--- src/rtl/core/rtce_ram.sv ---
// ----------------------------------------------------------------------------
// rtce_ram: generic single-port-write, single-port-read RAM
// One write port and one read port; the read data is registered.
// ----------------------------------------------------------------------------
`default_nettype none
module rtce_ram #(
  parameter int unsigned WIDTH = 64,
  parameter int unsigned DEPTH = 64
) (
  input  wire logic                     clk,
  input  wire logic                     we,
  input  wire logic [$clog2(DEPTH)-1:0] waddr,
  input  wire logic [WIDTH-1:0]         wdata,
  input  wire logic [$clog2(DEPTH)-1:0] raddr,
  output logic      [WIDTH-1:0]         rdata
);

  logic [WIDTH-1:0] mem [DEPTH];

  always_ff @(posedge clk) begin
    if (we) begin
      mem[waddr] <= wdata;
    end
    rdata <= mem[raddr];
  end

endmodule
`default_nettype wire

--- config.mk ---
export PLATFORM = sky130hd
export DESIGN_NAME = rtce_ram
export DESIGN_NICKNAME = d
export VERILOG_FILES = /design/src/rtl/core/rtce_ram.sv
export SDC_FILE = /design/constraint.sdc
export NUM_CORES = 2
export LEC_CHECK = 0
export BUFFER_PORTS_ARGS = -buffer_cell sky130_fd_sc_hd__buf_4
export CORE_UTILIZATION = 45
export DETAILED_ROUTE_END_ITERATION = 10
export GPL_ROUTABILITY_DRIVEN = 0
export PLACE_DENSITY = 0.58
export SLEW_MARGIN = 5
export SYNTH_ARGS = -nofsm -noshare
export SYNTH_HDL_FRONTEND = slang
export SYNTH_SLANG_ARGS = --single-unit
export TNS_END_PERCENT = 5
--- constraint.sdc ---
create_clock -name clk -period 6.45 [get_ports clk]
set_input_delay 0.645 -clock clk [delete_from_list [all_inputs] [get_ports clk]]
set_output_delay 0.645 -clock clk [all_outputs]
set_load 0.05 [all_outputs]
==> flow_metrics.env <==
export IMPL_run_status="finished clean"
export IMPL_setup_viol=0
export IMPL_hold_viol=0
export IMPL_hold_class="in2reg"
export IMPL_wire_per_inst_um=36.8
export IMPL_fin_ws_ns=3.38
export IMPL_grt_pass1_wl_um=610000
export IMPL_die_y_um=591
export IMPL_final_max_slew_viol_count=0
export IMPL_rows=216
export IMPL_drc=0
export IMPL_drive_above_1_share_pct=28.3
export IMPL_finalCriticalPeriod_ns=3.07
export IMPL_ys_seq_area_share_pct=79.5
export IMPL_rsz0062_at_grt="no"
export IMPL_dp_hpwl_um=231000
export IMPL_drt_pass1_iter_count=8
export IMPL_post_place_ws_ns=2.45
export IMPL_grt_overflow=0
export IMPL_crit_fanout=34
export IMPL_yosysTopAreaCell="edfxtp_1"
export IMPL_cellLeakagePower_uw=0.0550
export IMPL_cap_violations=0
export IMPL_ioPinCount=142
export IMPL_multiInputGateArea_um2=30800
export IMPL_drt_wl_total_um=439000
export IMPL_finalNetCount=7060
export IMPL_synth_warning_count=0
export IMPL_cts_inserted_buffers=411
export IMPL_die_width_um=591
export IMPL_cts_htree_levels=5
export IMPL_ir_drop_uv=252
export IMPL_cts_setup_buffers=0
export IMPL_start_util_pct=45.2
export IMPL_clock_latency_ns=0.95
export IMPL_drt_initial_drc_count=9546
export IMPL_crit_arrival_ns=3.61
export IMPL_synth_seq_cells=4160
export IMPL_synthCells=6598
export IMPL_postSynthAreaPerCell_um2=23.7
export IMPL_drtAntennaViolNets=0
export IMPL_nFillCells=26700
export IMPL_critPathLaunchType="primary input"
export IMPL_setup_tns_final_ns=0
export IMPL_endpoint_kind="flip-flop"
export IMPL_clock_path_buffers=4
export IMPL_port_buffers=141
export IMPL_coreArea_um2=346000
export IMPL_relSlewSlack_pct=11.2
export IMPL_crit_type="in2reg"
export IMPL_grt_start_max_net_pins=123
export IMPL_crit_required_ns=6.99
export IMPL_fmax_ghz=0.326
export IMPL_final_seq_area_um2=124000
export IMPL_fin_hold_ws_ns=0.186
export IMPL_synth_top_area_share_pct=78.7
export IMPL_syn_area_um2=156000
export IMPL_antenna_found_initial=25
export IMPL_design_area_um2=177000
export IMPL_max_slew_worst_pin_slew_ns=1.33
export IMPL_dpl_instance_area_um2=164000
export IMPL_vias_per_cell=6.33
export IMPL_ys_types=33
export IMPL_cts_sinks=4160
export IMPL_syn_nets=6676
export IMPL_dieArea_um2=350000
export IMPL_clk_pin_slew_ns=0.06
export IMPL_root_buffer="clkbuf_16"
export IMPL_timing_final_crit_share_pct=47.5
export IMPL_grt_pass1_vias=75900
export IMPL_cts_tree="yes"
export IMPL_powerDensity_nw_per_um2=318
export IMPL_synthTopCellsByArea="edfxtp_1 79%, mux4_2 15%, mux2i_1 0.86%"
export IMPL_cts_resized=0
export IMPL_vias=75400
export IMPL_cts_hold_buf=0
export IMPL_gr_usage_all_layers_pct=25.1
export IMPL_fin_skew_ns=0.0364
export IMPL_synthToLayoutAreaGrowth_pct=13.4
per-stage QoR:
step / std cells / utilization [%] / power [µW]
6_report: 11900 / 51.3 / 56400
5_1_grt: 11900 / 51.3 / 57900
4_1_cts: 11900 / 51.3 / 56800
3_5_place_dp: 11100 / 47.5 / 33500
3_3_place_gp: 11100 / 47.5 / 33400
2_1_floorplan: 6598 / - / 32200
critical path, cell delays in order:
cell and delay, ns:
buf_4 0.15, nor2b_1 0.23, nand3_1 0.60, nor2_4 1.10, buf_4 0.82
per-layer routing:
metal,global-route usage (%),part of all wire (%),wire length [µm],up-vias
met1,35.3,40,177000,41900
met4,6.56,2.8,12300,4
met3,4.41,8.2,36000,670
li1,-,-,-,29300
met2,40.9,49,214000,3546
met5,0,0.0052,23,-
power breakdown:
part	leakage, µW	total (µW)	internal (µW)	switching (µW)
clock network	0.00647	23600	13400	10100
logic	0.0111	2800	976	1820
registers	0.0374	30100	29900	160
total	0.0550	56400	44300	12100
registers in the layout, summed over array words and instances (netlist names):
name,cells
mem,4096
rdata,64
area by class of cell:
class | count | area share, %
Antenna cell | 12 | 0.0169
Sequential cell | 4160 | 70.1
Clock buffer | 509 | 6.18
Inverter | 19 | 0.0402
Tap cell | 4578 | 3.23
Clock inverter | 246 | 1.23
Multi-Input combinational cell | 2049 | 17.4
Timing Repair Buffer | 341 | 1.87
cell families (layout without fill, tap and decap cells):
group / Yosys count / after routing / synth area share [%]
other: 0 / 12 / 0
muxes: 1159 / 1159 / 15.6
buffers and inverters: 389 / 1115 / 1.18
AOI/OAI and AO/OA: 504 / 504 / 2.48
and+or+nand+nor: 386 / 386 / 1.24
DFF: 4160 / 4160 / 79.5
synth_stat cells:
| cell | number |
|---|---|
| buf_1 | 20 |
| inv_1 | 19 |
| nand3_1 | 45 |
| nor2b_1 | 28 |
| a2bb2oi_1 | 19 |
| nand3b_1 | 2 |
| or2_2 | 28 |
| buf_4 | 34 |
| a41oi_1 | 26 |
| nor2_1 | 112 |
| buf_6 | 6 |
| edfxtp_1 | 4096 |
| a211oi_1 | 63 |
| a22oi_1 | 168 |
| o22ai_1 | 83 |
| or3_1 | 29 |
| a31o_1 | 1 |
| nand4b_1 | 1 |
| nand2_1 | 58 |
| nand2b_1 | 11 |
| dfxtp_1 | 64 |
| and3_1 | 64 |
| mux2i_1 | 135 |
| clkbuf_1 | 140 |
| and2_1 | 3 |
| or3b_2 | 1 |
| o221ai_1 | 38 |
| a22o_1 | 88 |
| nor3_1 | 2 |
| mux4_2 | 1024 |
| buf_2 | 170 |
| nand4_1 | 2 |
| a31oi_1 | 18 |
placed cells by master, fill, tap and decap left out, drive strengths merged, types with 26 or more instances in the layout:
cell type and instances:
bufinv 34, o221ai 38, and3 64, a41oi 26, nand3 45, or3 29
nand2 58, buf 341, mux4 1024, inv 31, mux2i 135, or2 28
edfxtp 4096, clkbuf 509, a22o 88, clkinv 186, nor2b 28, a22oi 168
a211oi 63, nor2 112, o22ai 83, dfxtp 64
path summary, 6_finish.rpt:
| kind | from | endpoint | slack [ns] | cells after the start |
|---|---|---|---|---|
| max | waddr[1] | mem[27][32] | 3.38 | 5 |
| min | waddr[2] | mem[49][51] | 0.19 | 2 |
| max reg2reg | mem[55][21] | rdata[21] | 4.37 | 5 |
| min reg2reg | mem[42][2] | rdata[2] | 0.85 | 4 |
Power figures use the tool's default switching activity.
