## config.mk

```make
export PLATFORM = sky130hd
export DESIGN_NAME = rtce_front
export DESIGN_NICKNAME = d
export VERILOG_FILES = /design/src/rtl/core/rtce_pkg.sv /design/src/rtl/core/rtce_front.sv
export SDC_FILE = /design/constraint.sdc
export NUM_CORES = 1
export LEC_CHECK = 0
export BUFFER_PORTS_ARGS = -buffer_cell sky130_fd_sc_hd__clkbuf_2
export CAP_MARGIN = 5
export CELL_PAD_IN_SITES_DETAIL_PLACEMENT = 1
export CELL_PAD_IN_SITES_GLOBAL_PLACEMENT = 1
export CORE_UTILIZATION = 45
export CTS_BUF_LIST = sky130_fd_sc_hd__clkbuf_16
export DETAILED_ROUTE_END_ITERATION = 6
export PLACE_DENSITY = 0.9
export SYNTH_ARGS = -nofsm -noshare
export SYNTH_HDL_FRONTEND = slang
export SYNTH_SLANG_ARGS = --single-unit
```

## constraint.sdc

```tcl
create_clock -name clk -period 10.2 [get_ports clk]
set_clock_uncertainty 0.15 [all_clocks]
set_input_delay 1.53 -clock clk [delete_from_list [all_inputs] [get_ports clk]]
set_output_delay 1.53 -clock clk [all_outputs]
set_load 0.01 [all_outputs]
```

## src/rtl/core/rtce_pkg.sv

```systemverilog
// ----------------------------------------------------------------------------
// rtce_pkg: shared types and constants of the rectangle table engine
// Operation codes, the command record that passes from the front end to the
// scan engine, and the result record.
// ----------------------------------------------------------------------------
`default_nettype none
package rtce_pkg;

  localparam int unsigned ENTRIES_DEFAULT = 64;
  localparam int unsigned IDX_W = 6;
  localparam int unsigned CRD_W = 16;
  localparam int unsigned STEP_W = 11;
  localparam int unsigned RECT_W = 4 * CRD_W;
  localparam int unsigned CMDQ_DEPTH = 2;

  typedef enum logic [2:0] {
    OP_WRITE = 3'd0,
    OP_CLEAR = 3'd1,
    OP_COLL  = 3'd2,
    OP_POINT = 3'd3,
    OP_ISECT = 3'd4
  } op_t;

  // One rectangle as held in the table.
  typedef struct packed {
    logic signed [CRD_W-1:0] l;
    logic signed [CRD_W-1:0] t;
    logic signed [CRD_W-1:0] r;
    logic signed [CRD_W-1:0] b;
  } rect_t;

  // A query as classified by the front end.
  typedef struct packed {
    logic [2:0]               op;
    logic [IDX_W-1:0]         index;
    rect_t                    rect;
    logic signed [STEP_W-1:0] step_x;
    logic signed [STEP_W-1:0] step_y;
    logic signed [CRD_W-1:0]  point_x;
    logic signed [CRD_W-1:0]  point_y;
  } cmd_t;

  typedef struct packed {
    logic             hori_hit;
    logic             vert_hit;
    logic             found;
    logic [IDX_W-1:0] found_index;
    logic             found_moving;
  } res_t;

endpackage
`default_nettype wire

```

## src/rtl/core/rtce_front.sv

```systemverilog
// ----------------------------------------------------------------------------
// rtce_front: command intake and classification
// Accepts items, applies writes and clears to the kind and valid flags and to
// the rectangle memory, answers them at once, and queues scan queries.
// ----------------------------------------------------------------------------
`default_nettype none
module rtce_front #(
  parameter int unsigned ENTRIES = rtce_pkg::ENTRIES_DEFAULT,
  localparam int unsigned AW = $clog2(ENTRIES)
) (
  input  wire logic                            clk,
  input  wire logic                            rst,
  input  wire logic                            in_take,
  input  wire logic [2:0]                      op,
  input  wire logic [rtce_pkg::IDX_W-1:0]      index,
  input  wire logic                            is_moving,
  input  wire rtce_pkg::rect_t                 rect,
  input  wire logic signed [rtce_pkg::STEP_W-1:0] step_x,
  input  wire logic signed [rtce_pkg::STEP_W-1:0] step_y,
  input  wire logic signed [rtce_pkg::CRD_W-1:0]  point_x,
  input  wire logic signed [rtce_pkg::CRD_W-1:0]  point_y,
  output logic                                 full,
  // table write port
  output logic                                 mem_we,
  output logic [AW-1:0]                        mem_waddr,
  output rtce_pkg::rect_t                      mem_wdata,
  output logic [ENTRIES-1:0]                   entry_valid,
  output logic [ENTRIES-1:0]                   entry_kind,
  // queue towards the scan engine
  output logic                                 cmd_valid,
  output rtce_pkg::cmd_t                       cmd,
  input  wire logic                            cmd_take,
  // every op ends with one result in order; non-scan ops carry an empty one
  output logic                                 fast_valid,
  input  wire logic                            back_idle
);

  localparam int unsigned QW = $clog2(rtce_pkg::CMDQ_DEPTH);

  rtce_pkg::cmd_t     q [rtce_pkg::CMDQ_DEPTH];
  logic [QW-1:0]      rd_ptr;
  logic [QW-1:0]      wr_ptr;
  logic [QW:0]        count;
  logic               is_scan;
  logic               in_range;
  logic               push_q;
  logic [AW-1:0]      slot;

  assign is_scan  = (op == rtce_pkg::OP_COLL) || (op == rtce_pkg::OP_POINT) ||
                    (op == rtce_pkg::OP_ISECT);
  assign in_range = {26'd0, index} < 32'(ENTRIES);
  assign slot     = AW'(index);
  // Writes and clears wait until no query is in flight so that results stay
  // in order and every scan sees the table as of its own acceptance.
  assign full     = (count == (QW+1)'(rtce_pkg::CMDQ_DEPTH)) ||
                    (!is_scan && (count != '0 || !back_idle));
  assign push_q   = in_take && is_scan;
  assign fast_valid = in_take && !is_scan;

  assign mem_we    = in_take && (op == rtce_pkg::OP_WRITE) && in_range;
  assign mem_waddr = slot;
  assign mem_wdata = rect;

  assign cmd_valid = count != '0;
  assign cmd       = q[rd_ptr];

  always_ff @(posedge clk) begin
    if (rst) begin
      entry_valid <= '0;
      entry_kind  <= '0;
      rd_ptr      <= '0;
      wr_ptr      <= '0;
      count       <= '0;
    end else begin
      if (in_take && in_range) begin
        if (op == rtce_pkg::OP_WRITE) begin
          entry_valid[slot] <= 1'b1;
          entry_kind[slot]  <= is_moving;
        end else if (op == rtce_pkg::OP_CLEAR) begin
          entry_valid[slot] <= 1'b0;
        end
      end
      if (push_q) begin
        wr_ptr <= wr_ptr + 1'b1;
      end
      if (cmd_take) begin
        rd_ptr <= rd_ptr + 1'b1;
      end
      count <= count + (QW+1)'(push_q) - (QW+1)'(cmd_take);
    end
  end

  always_ff @(posedge clk) begin
    if (push_q) begin
      q[wr_ptr] <= '{op: op, index: index, rect: rect, step_x: step_x,
                     step_y: step_y, point_x: point_x, point_y: point_y};
    end
  end

  a_no_overflow: assert property (@(posedge clk) disable iff (rst)
    count == (QW+1)'(rtce_pkg::CMDQ_DEPTH) |-> !push_q) else $error("queue overflow");
  a_take_valid: assert property (@(posedge clk) disable iff (rst)
    cmd_take |-> cmd_valid) else $error("take from empty queue");
  a_write_idle: assert property (@(posedge clk) disable iff (rst)
    mem_we |-> count == '0) else $error("table write during scan");

endmodule
`default_nettype wire

```

==> qor.yml <==
place:
  dpl.hpwl_um: 30900
  numPortBuffers: 461
  post-place-ws_ps: 5690
  gp_congestion: 0.829
synth:
  synth_top_area_share_pct: 48.2
  ys_seq_area_share_pct: 65.1
  syn_inst: 1097
  synth_area_leaders: "edfxtp_1 (48%), dfxtp_1 (17%), mux2_2 (9.1%)"
  avgSynthCellArea_um2: 14.4
  synth_fp_nets: 1231
  yosysWarnings: 0
  synth_top_cell_by_area: "edfxtp_1"
  synthDistinctLibCells: 39
  ys_ff_latch: 387
  synth_area_um2: 15800
grt:
  grt_use_met1_pct: 26.9
  met3_usage_pct: 8.34
  track_usage_pct: 25.0
  overflow: 0
  use_met2_pct: 45.4
  grt_pass1_wl_um: 67800
  first_global_vias: 11000
  antenna_found_initial: 8
  grt_max_degree: 80
  grt-busiest-layer: "met2"
worst_setup_path:
  crit_arrival_ps: 2910
  critPathMaxFanout: 70
  required_ps: 8520
  cp-start-kind: "register"
  critPathKind: "reg2out"
  r2r_slack_ps: 7560
  end_kind: "output port"
drt:
  via_per_inst: 5.26
  drc: 0
  antenna_left: 0
  drt-initial-drc-count: 595
  routedWlPerCell_um: 23.7
  vias: 10300
  finalWirelength_um: 46400
  drt-pass1-iter-count: 6
clock_network:
  cts_buffers: 42
  cts_resized: 0
  cts-root-buf: "clkbuf_16"
  cts_sinks: 387
  clkLatencyLatePin_ps: 520
  cts_tree: "yes"
  htreeDepth: 2
  cts_setup_buffers: 0
  clockBufferDepth: 3
  clk_pin_slew_ps: 60
  hold_buffers: 0
finish:
  syn_to_final_growth_pct: 21.8
  fillCellCount: 3513
  final_util_pct: 55.7
  regArea_um2: 10300
  multi_input_area_um2: 4610
  nNetsFinal: 1599
  most-common-layout-cells: "clkbuf_2 (461), edfxtp_1 (254), dfxtp_1 (132)"
  layout-drive-gt1-share_pct: 45.4
  final_common_cell: "clkbuf_2"
power:
  p_switching_w: 0.000801
  p_per_area_nw_per_um2: 181
  pwr-share-seq_pct: 49.6
  ir_drop_uv: 136
  cellInternalPower_w: 0.00268
  p_comb_share_pct: 8.7
  switching_share_pct: 23.0
  p_clk_share_pct: 41.7
  power_leakage_nw: 8.17
sta:
  finalCritPeriodShare_pct: 45.0
  worst_slack_ps: 5610
  tns_ps: 0
  fmax_ghz: 0.218
  maxSlewViolCount: 0
  finalHoldViolations: 0
  relSlewSlack_pct: 29.2
  fin_crit_ps: 4590
  tightest_slew_ps: 1060
  grt_setup_unrepaired: "false"
  finalSetupViolations: 0
outcome:
  outcome: "finished, final reports clean"
die:
  die-area_um2: 35900
  die_x_um: 189
  die-height_um: 189
  num_io_pins: 462
  row_count: 68
  start_util_pct: 45.8
  core_um2: 34500
worst_hold_path:
  min_path_type: "reg2reg"
job:
  cap_violations: 0
==> cell type report <==
type,count,area share [%]
diodes,8,0.104
clock buffers,44,5.72
inverters,3,0.0715
well taps,455,2.96
clock inverters,30,1.07
multi-input cells,553,24.0
flip-flops and latches,387,53.5
repair buffers,478,12.6
==> power groups by stage <==
stage               combinational, W  clock, W  sequential [W]
finish                      0.000304   0.00145         0.00173
global route                0.000322   0.00153         0.00173
CTS                         0.000306   0.00148         0.00173
detailed placement          0.000300         0         0.00176
global placement            0.000289         0         0.00176
floorplan                   0.000189         0         0.00175
==> worst paths after layout <==
kind         endpoint  startpoint  cells past startpoint
max           cmd[22]    register                      3
min          register    register                      2
max reg2reg  q[1][69]      wr_ptr                      2
min reg2reg  register    register                      2
==> metal layers <==
metal	part of all wire [%]	up-vias
met3	8.6	78
met4	2.8	0
met2	53	390
met1	36	5184
met5	0	-
li1	-	4655
==> cells by family (layout without fill, tap and decap cells) <==
family	count (synthesis)	after routing	synth area share [%]
AOI/OAI and AO/OA	20	20	0.918
xor gates and xnor gates	3	3	0.166
adders and majority gates	1	1	0.0791
buffers and inverters	157	555	5.95
DFF	387	387	65.1
muxes	248	248	16.7
other	0	8	0
and+or+nand+nor	281	281	11.1
==> cells in the mapped netlist <==
cell         n
nand2_1      1
nor3_2       2
ha_1         1
and3b_1      5
nor2_1       5
and3_1       2
buf_2       47
nor3b_1      2
nor4bb_1     3
a21o_1       1
nor4_1       1
nand3_1    121
buf_1        3
xnor2_1      2
mux2_2     128
inv_1        3
or2_2        1
edfxtp_1   254
o22ai_1      1
a21oi_1      1
and2_1       2
nor4_4       1
nor2b_1      2
buf_6        3
nand4bb_1    1
a311oi_1     8
nand2b_1   121
nand4_1      1
nor4b_4      3
a31oi_1      9
nand3b_1     1
dfxtp_1    133
mux2i_1    120
and4b_1      1
xor2_1       1
buf_4       72
clkbuf_1    29
nor3b_4      3
nor3b_2      2
==> per-stage QoR <==
stage,hold WS (ps),power (W),instance area [um^2],std cells
2_1_floorplan,307,0.00194,15800,1097
3_3_place_gp,311,0.00205,17900,1876
3_5_place_dp,319,0.00206,17900,1876
4_1_cts,333,0.00352,19200,1950
5_1_grt,343,0.00359,19200,1957
6_report,328,0.00348,19200,1958
==> worst max-delay path: stages, from the launching register on <==
cell	delay [ps]
dfxtp_4	870
buf_4	870
mux2_2	450
clkbuf_2	140
No activity file was read; power rests on OpenSTA's default activity.
