## config.mk

```make
export PLATFORM = sky130hd
export DESIGN_NAME = rtce_scan
export DESIGN_NICKNAME = d
export VERILOG_FILES = /design/src/rtl/core/rtce_pkg.sv /design/src/rtl/core/rtce_scan.sv
export SDC_FILE = /design/constraint.sdc
export NUM_CORES = 1
export LEC_CHECK = 0
export BUFFER_PORTS_ARGS = -buffer_cell sky130_fd_sc_hd__buf_2
export CELL_PAD_IN_SITES_DETAIL_PLACEMENT = 0
export CELL_PAD_IN_SITES_GLOBAL_PLACEMENT = 2
export CORE_ASPECT_RATIO = 0.75
export CORE_MARGIN = 2
export CORE_UTILIZATION = 34
export DETAILED_ROUTE_END_ITERATION = 6
export PLACE_DENSITY_LB_ADDON = 0.25
export RECOVER_POWER = 25
export SLEW_MARGIN = 20
export SYNTH_ARGS = -nofsm -noshare
export SYNTH_HDL_FRONTEND = slang
export SYNTH_SLANG_ARGS = --single-unit
```

## constraint.sdc

```tcl
create_clock -name clk -period 5 [get_ports clk]
set_input_delay 0.5 -clock clk [delete_from_list [all_inputs] [get_ports clk]]
set_output_delay 0.5 -clock clk [all_outputs]
set_load 0.01 [all_outputs]
```

## src/rtl/core/rtce_pkg.sv

```systemverilog
// ----------------------------------------------------------------------------
// rtce_pkg: shared types and constants of the rectangle table engine
// Operation codes, the command record that passes from the front end to the
// scan engine, and the result record.
// ----------------------------------------------------------------------------
`default_nettype none
package rtce_pkg;

  localparam int unsigned ENTRIES_DEFAULT = 64;
  localparam int unsigned IDX_W = 6;
  localparam int unsigned CRD_W = 16;
  localparam int unsigned STEP_W = 11;
  localparam int unsigned RECT_W = 4 * CRD_W;
  localparam int unsigned CMDQ_DEPTH = 2;

  typedef enum logic [2:0] {
    OP_WRITE = 3'd0,
    OP_CLEAR = 3'd1,
    OP_COLL  = 3'd2,
    OP_POINT = 3'd3,
    OP_ISECT = 3'd4
  } op_t;

  // One rectangle as held in the table.
  typedef struct packed {
    logic signed [CRD_W-1:0] l;
    logic signed [CRD_W-1:0] t;
    logic signed [CRD_W-1:0] r;
    logic signed [CRD_W-1:0] b;
  } rect_t;

  // A query as classified by the front end.
  typedef struct packed {
    logic [2:0]               op;
    logic [IDX_W-1:0]         index;
    rect_t                    rect;
    logic signed [STEP_W-1:0] step_x;
    logic signed [STEP_W-1:0] step_y;
    logic signed [CRD_W-1:0]  point_x;
    logic signed [CRD_W-1:0]  point_y;
  } cmd_t;

  typedef struct packed {
    logic             hori_hit;
    logic             vert_hit;
    logic             found;
    logic [IDX_W-1:0] found_index;
    logic             found_moving;
  } res_t;

endpackage
`default_nettype wire

```

## src/rtl/core/rtce_scan.sv

```systemverilog
// ----------------------------------------------------------------------------
// rtce_scan: table scan engine
// Runs one query over all entries, one rectangle read and compared a cycle.
// ----------------------------------------------------------------------------
`default_nettype none
module rtce_scan #(
  parameter int unsigned ENTRIES = rtce_pkg::ENTRIES_DEFAULT,
  localparam int unsigned AW = $clog2(ENTRIES)
) (
  input  wire logic                clk,
  input  wire logic                rst,
  input  wire logic                cmd_valid,
  input  wire rtce_pkg::cmd_t      cmd,
  output logic                     cmd_take,
  output logic [AW-1:0]            mem_raddr,
  input  wire rtce_pkg::rect_t     mem_rdata,
  input  wire logic [ENTRIES-1:0]  entry_valid,
  input  wire logic [ENTRIES-1:0]  entry_kind,
  output logic                     res_valid,
  output rtce_pkg::res_t           res,
  input  wire logic                res_ready,
  output logic                     idle
);

  typedef enum logic [2:0] {
    S_IDLE = 3'b001,
    S_SCAN = 3'b010,
    S_DONE = 3'b100
  } state_t;

  state_t          state;
  rtce_pkg::cmd_t  c;
  logic [AW-1:0]   ra;        // address being read
  logic [AW-1:0]   ci;        // address of mem_rdata
  logic            cv;        // mem_rdata holds a live entry
  logic            last_rd;
  logic            hh, vh, sf, mf, xf;
  logic [AW-1:0]   si, mi, xi;

  logic signed [17:0] al, at, ar, ab, ol, ot, orr, ob, px, py, dx, dy;
  logic ent_ok, ov_g, ov_h, ov_v, in_pt, in_x;

  function automatic logic ovl(input logic signed [17:0] l1, t1, r1, b1,
                               input logic signed [17:0] l2, t2, r2, b2);
    ovl = !(t1 >= b2 || b1 <= t2 || r1 <= l2 || l1 >= r2);
  endfunction

  assign al  = 18'(c.rect.l);
  assign at  = 18'(c.rect.t);
  assign ar  = 18'(c.rect.r);
  assign ab  = 18'(c.rect.b);
  assign ol  = 18'(mem_rdata.l);
  assign ot  = 18'(mem_rdata.t);
  assign orr = 18'(mem_rdata.r);
  assign ob  = 18'(mem_rdata.b);
  assign px  = 18'(c.point_x);
  assign py  = 18'(c.point_y);
  assign dx  = 18'(c.step_x);
  assign dy  = 18'(c.step_y);

  assign ent_ok = cv && entry_valid[ci];
  assign ov_g   = ovl(al, at, ar, ab + 18'sd1, ol, ot, orr, ob);
  assign ov_h   = (dx < 0 && ovl(al + dx, at, ar, ab, ol, ot, orr, ob)) ||
                  (dx > 0 && ovl(al, at, ar + dx, ab, ol, ot, orr, ob));
  assign ov_v   = (dy < 0 && ovl(al, at + dy, ar, ab, ol, ot, orr, ob)) ||
                  (dy > 0 && ovl(al, at, ar, ab + dy, ol, ot, orr, ob));
  assign in_pt  = px > ol && px < orr && py > ot && py < ob;
  assign in_x   = !entry_kind[ci] && ({{(32-AW){1'b0}}, ci} != 32'(c.index)) &&
                  at <= ob && ab >= ot && ar >= ol && al <= orr;

  assign last_rd   = {{(32-AW){1'b0}}, ra} == 32'(ENTRIES - 1);
  assign mem_raddr = ra;
  assign cmd_take  = (state == S_IDLE) && cmd_valid;
  assign idle      = state == S_IDLE;
  assign res_valid = state == S_DONE;

  always_comb begin
    res = '0;
    case (c.op)
      rtce_pkg::OP_COLL: begin
        res.hori_hit = hh;
        res.vert_hit = vh;
      end
      rtce_pkg::OP_POINT: begin
        res.found        = sf || mf;
        res.found_index  = rtce_pkg::IDX_W'(sf ? si : (mf ? mi : '0));
        res.found_moving = !sf && mf;
      end
      rtce_pkg::OP_ISECT: begin
        res.found       = xf;
        res.found_index = rtce_pkg::IDX_W'(xi);
      end
      default: res = '0;
    endcase
  end

  always_ff @(posedge clk) begin
    if (rst) begin
      state <= S_IDLE;
      cv    <= 1'b0;
    end else begin
      case (state)
        S_IDLE: begin
          cv <= 1'b0;
          if (cmd_valid) begin
            state <= S_SCAN;
          end
        end
        S_SCAN: begin
          cv <= !last_rd || !cv;
          if (cv && {{(32-AW){1'b0}}, ci} == 32'(ENTRIES - 1)) begin
            state <= S_DONE;
            cv    <= 1'b0;
          end
        end
        S_DONE: begin
          if (res_ready) begin
            state <= S_IDLE;
          end
        end
        default: state <= S_IDLE;
      endcase
    end
  end

  always_ff @(posedge clk) begin
    if (cmd_take) begin
      c  <= cmd;
      ra <= '0;
      hh <= 1'b0;
      vh <= 1'b0;
      sf <= 1'b0;
      mf <= 1'b0;
      xf <= 1'b0;
      si <= '0;
      mi <= '0;
      xi <= '0;
    end else if (state == S_SCAN) begin
      if (!last_rd) begin
        ra <= ra + 1'b1;
      end
      ci <= ra;
      if (ent_ok) begin
        if (ov_g || ov_v) vh <= 1'b1;
        if (ov_h) hh <= 1'b1;
        if (in_pt && entry_kind[ci]) begin
          mf <= 1'b1;
          mi <= ci;
        end
        if (in_pt && !entry_kind[ci]) begin
          sf <= 1'b1;
          si <= ci;
        end
        if (in_x && !xf) begin
          xf <= 1'b1;
          xi <= ci;
        end
      end
    end
  end

  a_take_idle: assert property (@(posedge clk) disable iff (rst)
    cmd_take |=> state == S_SCAN) else $error("scan did not start");
  a_res_hold: assert property (@(posedge clk) disable iff (rst)
    res_valid && !res_ready |=> res_valid && $stable(res)) else $error("result changed");
  a_state_hot: assert property (@(posedge clk) disable iff (rst)
    $onehot(state)) else $error("state not one-hot");

endmodule
`default_nettype wire

```

==> summary.txt, run 1 <==
Status
  • Status: finished, final reports clean

Setup path
  • CP Capture Type: flip-flop
  • CP Max Fanout: 6
  • Startpoint types: flip-flop
  • Most used cell, CP: o21ai_0
  • Max incr delay on CP: 0.45 ns
  • WP data required: 5.38 ns
  • Critical Path, Cell by Cell: ha_1 -> inv_1 -> fa_1 -> nor2b_1 -> o21ai_0 -> a21boi_0 -> o41a_1 -> a211oi_1 -> o31ai_1 -> a21oi_1 -> xnor2_1 -> ha_1 -> nand3_1 -> inv_1 -> a221o_1 -> a211oi_1 -> o21ai_0 -> a31o_2 -> a21oi_1 -> o21ai_0
  • Reg2Reg Setup Slack: 0.41 ns
  • CP arrival: 4.97 ns
  • Setup CP Type: reg2reg
  • Crit-path slowest cell: edfxtp_1

Timing
  • Clock skew: 0.0182 ns
  • Max-slew violations: 0
  • Achievable clock frequency: 0.218 GHz
  • RSZ-0062 raised after global routing: false
  • Slew @ Worst Pin: 0.939 ns
  • Max transition margin: 35.8%
  • TNS Setup: 0 ns
  • Crit share post-route: 91.7%
  • Min Tclk post-route: 4.59 ns
  • # setup viols final: 0
  • Final setup margin: 0.414 ns
  • Hold Violations, Final: 0

Routing
  • Antenna Violating Nets Remaining: 0
  • Via/cell ratio: 5.23
  • Iteration-0 DRC Markers: 770
  • Via count: 12.5k
  • DRC viols: 0
  • Pre-antenna DRT Iters: 5
  • Total Wirelength: 49700 um
  • Per-cell routed wire length: 20.8 um

Hold path
  • HP Class: in2reg

Global routing
  • Vias in the first global route: 12.4k
  • Largest net degree at the start of global routing: 90
  • Grt total ovfl: 0
  • First-pass GRT wire length: 74400 um
  • Initial antenna violation count: 10
  • Total Routing Usage GR: 22.4%

Final layout
  • Final nets: 2410
  • Layout cell share with drive strength beyond 1: 23.1%
  • Highest-count cells in the layout ignoring fill and taps: 341 x buf_2, 277 x ha_1, 133 x edfxtp_1
  • Synthesis-to-layout area growth: 20.3%
  • Most common cell after layout, fill and taps aside: buf_2

Clock network
  • Clk_lat worst skew: 0.48 ns
  • Clk root buf: clkbuf_16
  • Worst-path clk slew: 0.09 ns
  • CTS hold repair buffers: 0
  • Cts bufs inserted: 17
  • Bufs on Longest Clock Path: 2
  • Post-cts resize count: 0
  • Sinks on Clock Net: 166
  • CTS H-tree lvls: 4
  • Post-CTS Setup Inserts: 0
  • CTS tree: built

Logic synthesis
  • Cells after Synth: 1457
  • Yosys cell types: 67
  • Number of synthesized flops with an enable pin: 133
  • Async S/R FF share, synth: 0%
  • Main synth FF type: edfxtp_1
  • Synth Register Bits: 166
  • Mapped cell area: 14600 sq um
  • Post-synthesis sequential area ratio: 31.9%
  • YS warnings: 0
  • Syn_nets: 2061
  • Synth Area per Inst: 10.0 sq um

Placement
  • Hpwl dp: 41700 um
  • Setup Slack @ Placement: 0.499 ns
  • Number of buffers added on ports: 341
  • GPL Wtd Cong: 0.895

Floorplan
  • Width of the die: 243 um
  • Core Box Area: 42200 sq um
  • Starting density of the core: 34.6%
  • Row count: 65
  • Vert. Die Dim: 183 um
  • Io pins: 342
  • Die ar.: 44600 sq um

Power
  • P_int: 2.92 mW
  • Power Dens Cells: 257 nW/um^2
  • Switching pwr: 1.59 mW
  • Clk network pwr share: 29.6%
  • P_leak: 8.06 nW
  • Peak VDD IR: 267 uV
  • Combinational cell fraction of total power: 32.9%
  • Reg power frac: 37.5%
  • Net Sw Frac: 35.3%

Job
  • MaxCap Viol Count: 0
==> cell families (layout without fill, tap and decap cells) <==
group | count (synthesis) | after routing | share of synthesized area (%)
DFF | 166 | 166 | 31.9
buffers and inverters | 125 | 487 | 3.47
AOI/OAI and AO/OA | 323 | 323 | 14.4
other | 0 | 3 | 0
muxes | 73 | 73 | 7.34
and+or+nand+nor | 415 | 415 | 14.1
xor gates and xnor gates | 74 | 74 | 4.44
adders and majority gates | 281 | 281 | 24.3
==> cell usage after synthesis (18+ instances only) <==
master	n	area, sq um
a211oi_1	18	135
a21o_1	29	218
a21oi_1	104	521
dfxtp_1	33	661
edfxtp_1	133	3990
ha_1	277	3470
inv_1	105	394
mux2i_1	44	440
mux4_2	27	608
nand2_1	110	413
nand3_1	37	185
nand4_1	40	250
nor2_1	92	345
nor2b_1	25	156
nor3_1	26	130
o21a_1	18	135
o21ai_0	54	270
xnor2_1	56	490
xor2_1	18	158
==> flip-flops by register name, indices dropped and copies added, names as in the netlist, 3 cells and up <==
signal / flops
c: 63
ab: 16
al: 16
ar: 16
at: 16
ci: 6
mem_raddr: 6
mi: 6
si: 6
xi: 6
state: 3
==> power by group through the flow <==
stage          sequential, mW  clock (mW)  combinational, mW
2_1_floorplan            1.67           0               1.02
3_3_place_gp             1.72           0               1.46
3_5_place_dp             1.72           0               1.47
4_1_cts                  1.69        1.38               1.48
5_1_grt                  1.70        1.44               1.69
6_report                 1.69        1.34               1.49
==> critical path, delay by kind of cell (launching register included) <==
family | cells | cell delay [ns]
compound gates | 12 | 2.59
fa+ha+maj | 3 | 0.92
simple gates | 2 | 0.28
buf+inv | 2 | 0.12
flops | 1 | 0.45
xor+xnor | 1 | 0.14
==> final cells by class <==
| type | instances | area, sq um |
|---|---|---|
| inverters | 106 | 403 |
| multi-input cells | 1166 | 9430 |
| well taps | 569 | 712 |
| repair buffers | 349 | 1770 |
| clock buffers | 18 | 429 |
| flip-flops and latches | 166 | 4650 |
| clock inverters | 14 | 136 |
| fillers | 4143 | 24700 |
| diodes | 3 | 7.51 |
==> metrics by stage <==
step                      std cells  util (%)  instance area [sq um]  hold WS, ns  power, mW
final                          2391      41.6                  17500        0.189       4.52
after global routing           2389      41.5                  17500        0.161       4.83
after CTS                      2388      41.5                  17500        0.157       4.56
after detailed placement       2356      40.2                  17000        0.452       3.19
after global placement         2356      40.2                  17000        0.442       3.19
after floorplan                1457         -                  14600        0.416       2.69
==> path summary, 6_finish.rpt <==
path,startpoint,to,cells after the start
setup / recovery,ab[0]$_DFFE_PP_,vh$_SDFFE_PP0P_,20
setup reg to reg,ab[0]$_DFFE_PP_,vh$_SDFFE_PP0P_,20
hold / removal,cmd[39],c[39]$_DFFE_PP_,1
hold reg to reg,si[2]$_SDFFE_PP0P_,si[2]$_SDFFE_PP0P_,2
==> metal layers <==
layer / vias up / wire [um] / global-route usage [%]
met1: 5804 / 25000 / 33.0
met2: 390 / 20800 / 32.7
met4: 10 / 689 / 4.91
li1: 6250 / - / -
met3: 53 / 3230 / 5.60
met5: - / 61 / 0
Note: power is estimated with default switching activity, not from simulation.
==> run 2: changes to the inputs <==
--- a/config.mk
+++ b/config.mk
@@ -8,7 +8,6 @@
 export BUFFER_PORTS_ARGS = -buffer_cell sky130_fd_sc_hd__buf_2
 export CELL_PAD_IN_SITES_DETAIL_PLACEMENT = 0
 export CELL_PAD_IN_SITES_GLOBAL_PLACEMENT = 2
-export CORE_ASPECT_RATIO = 0.75
 export CORE_MARGIN = 2
 export CORE_UTILIZATION = 34
 export DETAILED_ROUTE_END_ITERATION = 6
==> constraint.sdc (replaced) <==
create_clock -name clk -period 4.4 [get_ports clk]
set_input_delay 0.44 -clock clk [delete_from_list [all_inputs] [get_ports clk]]
set_output_delay 0.44 -clock clk [all_outputs]
set_load 0.01 [all_outputs]
==> summary.txt, run 2 (synthesized netlist as in run 1, its figures left out) <==
Final layout
  • Most common cell after layout, fill and taps aside: buf_2
  • Layout cell share with drive strength beyond 1: 23.7% (+0.64 points)
  • Max FFs per register: 63 (unchanged)
  • Most flops, register: c
  • Highest-count cells in the layout ignoring fill and taps: 341 x buf_2, 276 x ha_1, 133 x edfxtp_1
  • Synthesis-to-layout area growth: 20.7%
  • Filler cells: 4266 (+3.0%)
  • Final nets: 2416 (+0.25%)

Hold path
  • Hold Path Cell Cnt: 1 (unchanged)
  • Worst hold start: cmd[68]
  • HP Class: in2reg
  • Hold endpoint: ab[14]$_DFFE_PP_

Global routing
  • First-pass GRT wire length: 70700 um (-5.0%)
  • Grt total ovfl: 0 (unchanged)
  • Vias in the first global route: 12.3k (-0.87%)
  • Total Routing Usage GR: 21.1% (-1.3 points)
  • Initial antenna violation count: 5 (-5)
  • Largest net degree at the start of global routing: 77 (-14%)

Routing
  • Pre-antenna DRT Iters: 7 (+2)
  • Antenna Violating Nets Remaining: 0 (unchanged)
  • Total Wirelength: 47400 um (-4.6%)
  • Via/cell ratio: 5.27 (+0.71%)
  • Via count: 12.5k (-0.26%)
  • Per-cell routed wire length: 20.0 um (-3.7%)
  • DRC viols: 0 (unchanged)
  • Iteration-0 DRC Markers: 570 (-26%)

Timing
  • Clock skew: 0.00991 ns (-0.00831 ns)
  • # setup viols final: 0 (unchanged)
  • Max-slew violations: 0 (unchanged)
  • Crit share post-route: 94.4% (+2.7 points)
  • Max transition margin: 29.3% (-6.5 points)
  • Achievable clock frequency: 0.241 GHz (+10%)
  • Slew @ Worst Pin: 1.06 ns (+0.120 ns)
  • Final setup margin: 0.246 ns (-0.167 ns)
  • Min Tclk post-route: 4.15 ns (-0.433 ns)
  • TNS Setup: 0 ns (unchanged)
  • Hold Violations, Final: 0 (unchanged)

Clock network
  • CTS hold repair buffers: 0 (unchanged)
  • Post-cts resize count: 0 (unchanged)
  • Bufs on Longest Clock Path: 2 (unchanged)
  • CTS tree: built
  • Worst-path clk slew: 0.07 ns (-0.02 ns)
  • CTS H-tree lvls: 4 (unchanged)
  • Post-CTS Setup Inserts: 0 (unchanged)
  • Cts bufs inserted: 17 (unchanged)
  • Clk_lat worst skew: 0.45 ns (-0.03 ns)
  • Sinks on Clock Net: 166 (unchanged)
  • Clk root buf: clkbuf_16

Placement
  • GPL Wtd Cong: 0.847 (-5.4%)
  • Number of buffers added on ports: 341 (unchanged)
  • Setup Slack @ Placement: 0.0832 ns (-0.416 ns)
  • Hpwl dp: 39400 um (-5.4%)

Power
  • P_leak: 8.08 nW (+0.29%)
  • P_int: 3.37 mW (+15%)
  • Reg power frac: 37.7% (+0.2 points)
  • Combinational cell fraction of total power: 33.4% (+0.5 points)
  • Switching pwr: 1.70 mW (+7.0%)
  • Peak VDD IR: 193 uV (-28%)
  • Net Sw Frac: 33.6% (-1.7 points)
  • Clk network pwr share: 28.8% (-0.8 points)
  • Power Dens Cells: 288 nW/um^2 (+12%)

Setup path
  • Reg2Reg Setup Slack: 0.25 ns (-0.17 ns)
  • CP Capture Type: flip-flop
  • WP data required: 4.78 ns (-0.60 ns)
  • Worst reg-to-reg path cell count: 20 (unchanged)
  • CP arrival: 4.53 ns (-0.44 ns)
  • CP Max Fanout: 3 (-3)
  • Startpoint types: flip-flop
  • Reg-to-reg startpoint: c[32]$_DFFE_PP_
  • Worst flop-to-flop path endpoint: vh$_SDFFE_PP0P_
  • Setup CP Type: reg2reg

Floorplan
  • Starting density of the core: 34.6% (+0.062 points)
  • Vert. Die Dim: 211 um (+15%)
  • Width of the die: 211 um (-13%)
  • Row count: 75 (+15%)
  • Core Box Area: 42100 sq um (-0.18%)
  • Io pins: 342 (unchanged)
  • Die ar.: 44600 sq um (about the same)

Status
  • Status: finished, final reports clean

Job
  • MaxCap Viol Count: 0 (unchanged)
run 2: changes by cell type in the layout (fill, tap and decap cells not counted), sizes merged:
| cell | change |
|---|---|
| buf | +6 |
| inv | -6 |
| clkbuf | +2 |
| clkinv | +2 |
| bufinv | +1 |
| clkinvlp | +1 |
| diode | +1 |
run 2: how the worst max path moves through the flow:
stage / start / endpoint / slack, ns / depth (start not counted)
after floorplan: ab[0]$_DFFE_PP_ / vh$_SDFFE_PP0P_ / 0.54 / 20
after global placement: c[32]$_DFFE_PP_ / vh$_SDFFE_PP0P_ / 0.15 / 20
after detailed placement: c[32]$_DFFE_PP_ / vh$_SDFFE_PP0P_ / 0.08 / 20
after CTS: c[32]$_DFFE_PP_ / vh$_SDFFE_PP0P_ / 0.04 / 20
after global routing: c[32]$_DFFE_PP_ / vh$_SDFFE_PP0P_ / -0.04 / 20
final: c[32]$_DFFE_PP_ / vh$_SDFFE_PP0P_ / 0.25 / 20
run 2: through the flow:
| stage | hold WS [ns] | cells | instance area (sq um) | power (mW) | util, % |
|---|---|---|---|---|---|
| global placement | 0.443 | 2332 | 17000 | 3.60 | 40.3 |
| CTS | 0.126 | 2364 | 17500 | 5.11 | 41.6 |
| floorplan | 0.416 | 1457 | 14600 | 3.06 | - |
| global route | 0.126 | 2367 | 17600 | 5.43 | 41.8 |
| finish | 0.153 | 2368 | 17600 | 5.07 | 41.8 |
| detailed placement | 0.448 | 2332 | 17000 | 3.61 | 40.3 |
run 2: cell type report:
type                       count  area (sq um)  area share (%)
multi-input combinational   1166          9500            54.0
sequential                   166          4650            26.4
timing repair buffer         355          1820            10.4
tap                          539           674            3.83
clock buffer                  20           437            2.48
inverter                     106           403            2.29
clock inverter                12           104           0.590
antenna                        4          10.0          0.0568
run 2: per-layer routing:
metal  up-vias  global-route usage, %  part of all wire (%)  wire [um]
met5         -                      0                     0          0
met4         0                   5.90                   1.7        822
met3        43                   3.36                   4.2       2000
met2       304                   35.4                    49      23000
met1      5860                   28.0                    46      21600
li1       6268                      -                     -          -
run 2: critical path, cell delays in order, from the launching register on:
cell	delay [ns]
edfxtp_1	0.43
ha_2	0.23
inv_1	0.08
fa_2	0.23
nor2b_1	0.06
o31a_1	0.28
o211ai_1	0.17
nand2_1	0.12
a41o_1	0.21
o41a_1	0.46
a2111oi_4	0.34
nor3_2	0.08
ha_1	0.31
a21o_1	0.16
a21oi_1	0.15
o21ai_0	0.10
nor3b_1	0.18
o21ai_1	0.10
nor3_2	0.19
a21oi_1	0.06
o21ai_0	0.14
run 2: power groups by stage:
stage,clock network (mW),registers (mW),logic [mW]
2_1_floorplan,0,1.90,1.16
3_3_place_gp,0,1.95,1.64
3_5_place_dp,0,1.95,1.66
4_1_cts,1.52,1.92,1.68
5_1_grt,1.58,1.92,1.93
6_report,1.46,1.91,1.70
==> run 3: changes to the inputs <==
--- a/config.mk
+++ b/config.mk
@@ -8,6 +8,7 @@
 export BUFFER_PORTS_ARGS = -buffer_cell sky130_fd_sc_hd__buf_2
 export CELL_PAD_IN_SITES_DETAIL_PLACEMENT = 0
 export CELL_PAD_IN_SITES_GLOBAL_PLACEMENT = 2
+export CORE_ASPECT_RATIO = 2
 export CORE_MARGIN = 2
 export CORE_UTILIZATION = 34
 export DETAILED_ROUTE_END_ITERATION = 6
==> summary.txt, run 3 (synthesized netlist as in run 1, its figures left out) <==
Final layout
  • Filler cells: 4245 (-0.49%)
  • Max FFs per register: 63 (unchanged)
  • Highest-count cells in the layout ignoring fill and taps: 341 x buf_2, 277 x ha_1, 133 x edfxtp_1
  • Final nets: 2434 (+0.75%)
  • Most flops, register: c
  • Fin util: 41.9% (+0.11 points)
  • Layout cell share with drive strength beyond 1: 24.6% (+0.91 points)
  • Synthesis-to-layout area growth: 21.9%
  • Sequential standard cell area: 4650 sq um (unchanged)
  • Most common cell after layout, fill and taps aside: buf_2
  • Area of the multi-input gates: 9480 sq um (-0.22%)

Setup path
  • Crit-path slowest cell: o41a_1
  • Startpoint types: flip-flop
  • Crit. Startpoint: c[32]$_DFFE_PP_
  • Worst flop-to-flop path endpoint: vh$_SDFFE_PP0P_
  • Reg2Reg Setup Slack: 0.19 ns (-0.05 ns)
  • CP Capture Type: flip-flop
  • Worst reg-to-reg path cell count: 20 (unchanged)
  • CP arrival: 4.56 ns (+0.03 ns)
  • Setup CP Type: reg2reg
  • CP Max Fanout: 3 (unchanged)
  • CP endpoint: vh$_SDFFE_PP0P_
  • Max incr delay on CP: 0.47 ns (about the same)
  • Reg-to-reg startpoint: c[32]$_DFFE_PP_
  • Critical Path, Cell by Cell: ha_1 -> inv_1 -> fa_1 -> nor2b_2 -> o21ai_2 -> a21boi_2 -> o41a_1 -> a211oi_2 -> o31ai_2 -> a21oi_2 -> xnor2_1 -> ha_1 -> nand3_1 -> inv_1 -> a221o_1 -> a211oi_1 -> o21ai_0 -> a31o_2 -> a21oi_1 -> o21ai_0
  • WP data required: 4.75 ns (-0.03 ns)

Routing
  • Via count: 12.8k (+2.3%)
  • Via/cell ratio: 5.34 (+1.4%)
  • Antenna Violating Nets Remaining: 0 (unchanged)
  • DRC viols: 0 (unchanged)
  • Iteration-0 DRC Markers: 522 (-8.4%)
  • Pre-antenna DRT Iters: 4 (-3)
  • Per-cell routed wire length: 22.3 um (+11%)
  • Total Wirelength: 53300 um (+12%)

Power
  • P_leak: 8.22 nW (+1.6%)
  • Switching pwr: 1.86 mW (+9.3%)
  • Combinational cell fraction of total power: 33.5% (about the same)
  • Reg power frac: 36.4% (-1.3 points)
  • Net Sw Frac: 35.4% (+1.8 points)
  • Peak VDD IR: 213 uV (+10%)
  • Power Dens Cells: 296 nW/um^2 (+2.7%)
  • P_int: 3.40 mW (+0.94%)
  • Clk network pwr share: 30.1% (+1.3 points)

Clock network
  • CTS H-tree lvls: 4 (unchanged)
  • Clk root buf: clkbuf_16
  • Clk_lat worst skew: 0.46 ns (about the same)
  • Sinks on Clock Net: 166 (unchanged)
  • Cts bufs inserted: 17 (unchanged)
  • CTS hold repair buffers: 0 (unchanged)
  • Worst-path clk slew: 0.08 ns (about the same)
  • Bufs on Longest Clock Path: 2 (unchanged)
  • CTS tree: built

Global routing
  • Largest net degree at the start of global routing: 62 (-19%)
  • Initial antenna violation count: 2 (-3)
  • Total Routing Usage GR: 23.7% (+2.6 points)
  • Grt total ovfl: 0 (unchanged)
  • Vias in the first global route: 13.3k (+8.2%)
  • First-pass GRT wire length: 77500 um (+9.6%)

Floorplan
  • Die ar.: 44700 sq um (+0.23%)
  • Core Box Area: 42400 sq um (+0.72%)
  • Width of the die: 150 um (-29%)
  • Vert. Die Dim: 297 um (+41%)
  • Row count: 107 (+43%)
  • Io pins: 342 (unchanged)
  • Starting density of the core: 34.4% (-0.25 points)

Timing
  • Hold slack: 0.149 ns (-0.00395 ns)
  • # setup viols final: 0 (unchanged)
  • Max-slew violations: 0 (unchanged)
  • Achievable clock frequency: 0.238 GHz (-1.3%)
  • Hold Violations, Final: 0 (unchanged)
  • Clock skew: 0.0125 ns (+0.00256 ns)
  • Crit share post-route: 95.6% (+1.2 points)
  • Slew @ Worst Pin: 1.03 ns (-0.0264 ns)
  • Max transition margin: 30.5% (+1.2 points)
  • Min Tclk post-route: 4.21 ns (+0.0545 ns)

Placement
  • Hpwl dp: 45200 um (+15%)
  • GPL Wtd Cong: 0.925 (+9.2%)
  • Number of buffers added on ports: 341 (unchanged)

Hold path
  • HP Class: in2reg

Status
  • Status: finished, final reports clean

Job
  • MaxCap Viol Count: 0 (unchanged)
## run 3: cell types whose count changed in the layout (fill, tap and decap cells not counted), sizes merged
cell      previous run  this run
clkinv               6         4
buf                355       373
clkbuf              20        18
inv                108       116
diode                4         2
clkinvlp             3         0
bufinv               1         0
## run 3: cell type report
type / count / share of cell area, %
clock inverters: 14 / 0.837
flip-flops and latches: 166 / 26.2
inverters: 106 / 2.27
well taps: 545 / 3.83
clock buffers: 18 / 2.53
repair buffers: 373 / 11.0
diodes: 2 / 0.0281
multi-input cells: 1166 / 53.3
## run 3: power groups by stage
stage	combinational, mW	sequential (mW)	clock (mW)
after floorplan	1.16	1.90	0
after global placement	1.73	1.95	0
after detailed placement	1.74	1.95	0
after CTS	1.76	1.92	1.63
after global routing	1.98	1.92	1.67
final	1.76	1.91	1.59
## run 3: routing by layer
layer	global-route usage, %	share of wire (%)
met5	0	0.024
met4	11.8	5.1
met3	2.72	3.3
met2	47.3	57
met1	23.1	35
## run 3: worst min path at each step
stage                               to  cells past startpoint                from  slack [ns]
finish                 al[8]$_DFFE_PP_                      1            cmd[110]        0.15
global route           c[49]$_DFFE_PP_                      1             cmd[49]        0.13
CTS                    c[45]$_DFFE_PP_                      1             cmd[45]        0.13
detailed placement  si[3]$_SDFFE_PP0P_                      2  si[3]$_SDFFE_PP0P_        0.45
global placement    si[2]$_SDFFE_PP0P_                      2  si[2]$_SDFFE_PP0P_        0.44
floorplan              hh$_SDFFE_PP0P_                      2     hh$_SDFFE_PP0P_        0.42
## run 3: repair_timing
item	CTS	global route
gates resized for setup	2	13
pin swaps	0	7
setup buffers	0	2
endpoints found under the setup margin	1	1
## run 3: critical path: cells and delay by family (launching register included)
kind | cells | cell delay (ns)
xor gates and xnor gates | 1 | 0.14
adders and majority gates | 3 | 0.73
AOI/OAI and AO/OA | 12 | 2.48
buffers and inverters | 2 | 0.13
DFF | 1 | 0.44
and+or+nand+nor | 2 | 0.18
## run 3: through the flow
step | TNS (ns) | cell area (sq um) | power (mW) | cells | worst slack (ns)
2_1_floorplan | 0 | 14600 | 3.06 | 1457 | 0.543
3_3_place_gp | 0 | 17100 | 3.68 | 2354 | 0.113
3_5_place_dp | -0.0178 | 17100 | 3.69 | 2354 | -0.0178
4_1_cts | 0 | 17700 | 5.30 | 2386 | 0.0782
5_1_grt | -0.0281 | 17800 | 5.58 | 2388 | -0.0281
6_report | 0 | 17800 | 5.26 | 2390 | 0.192
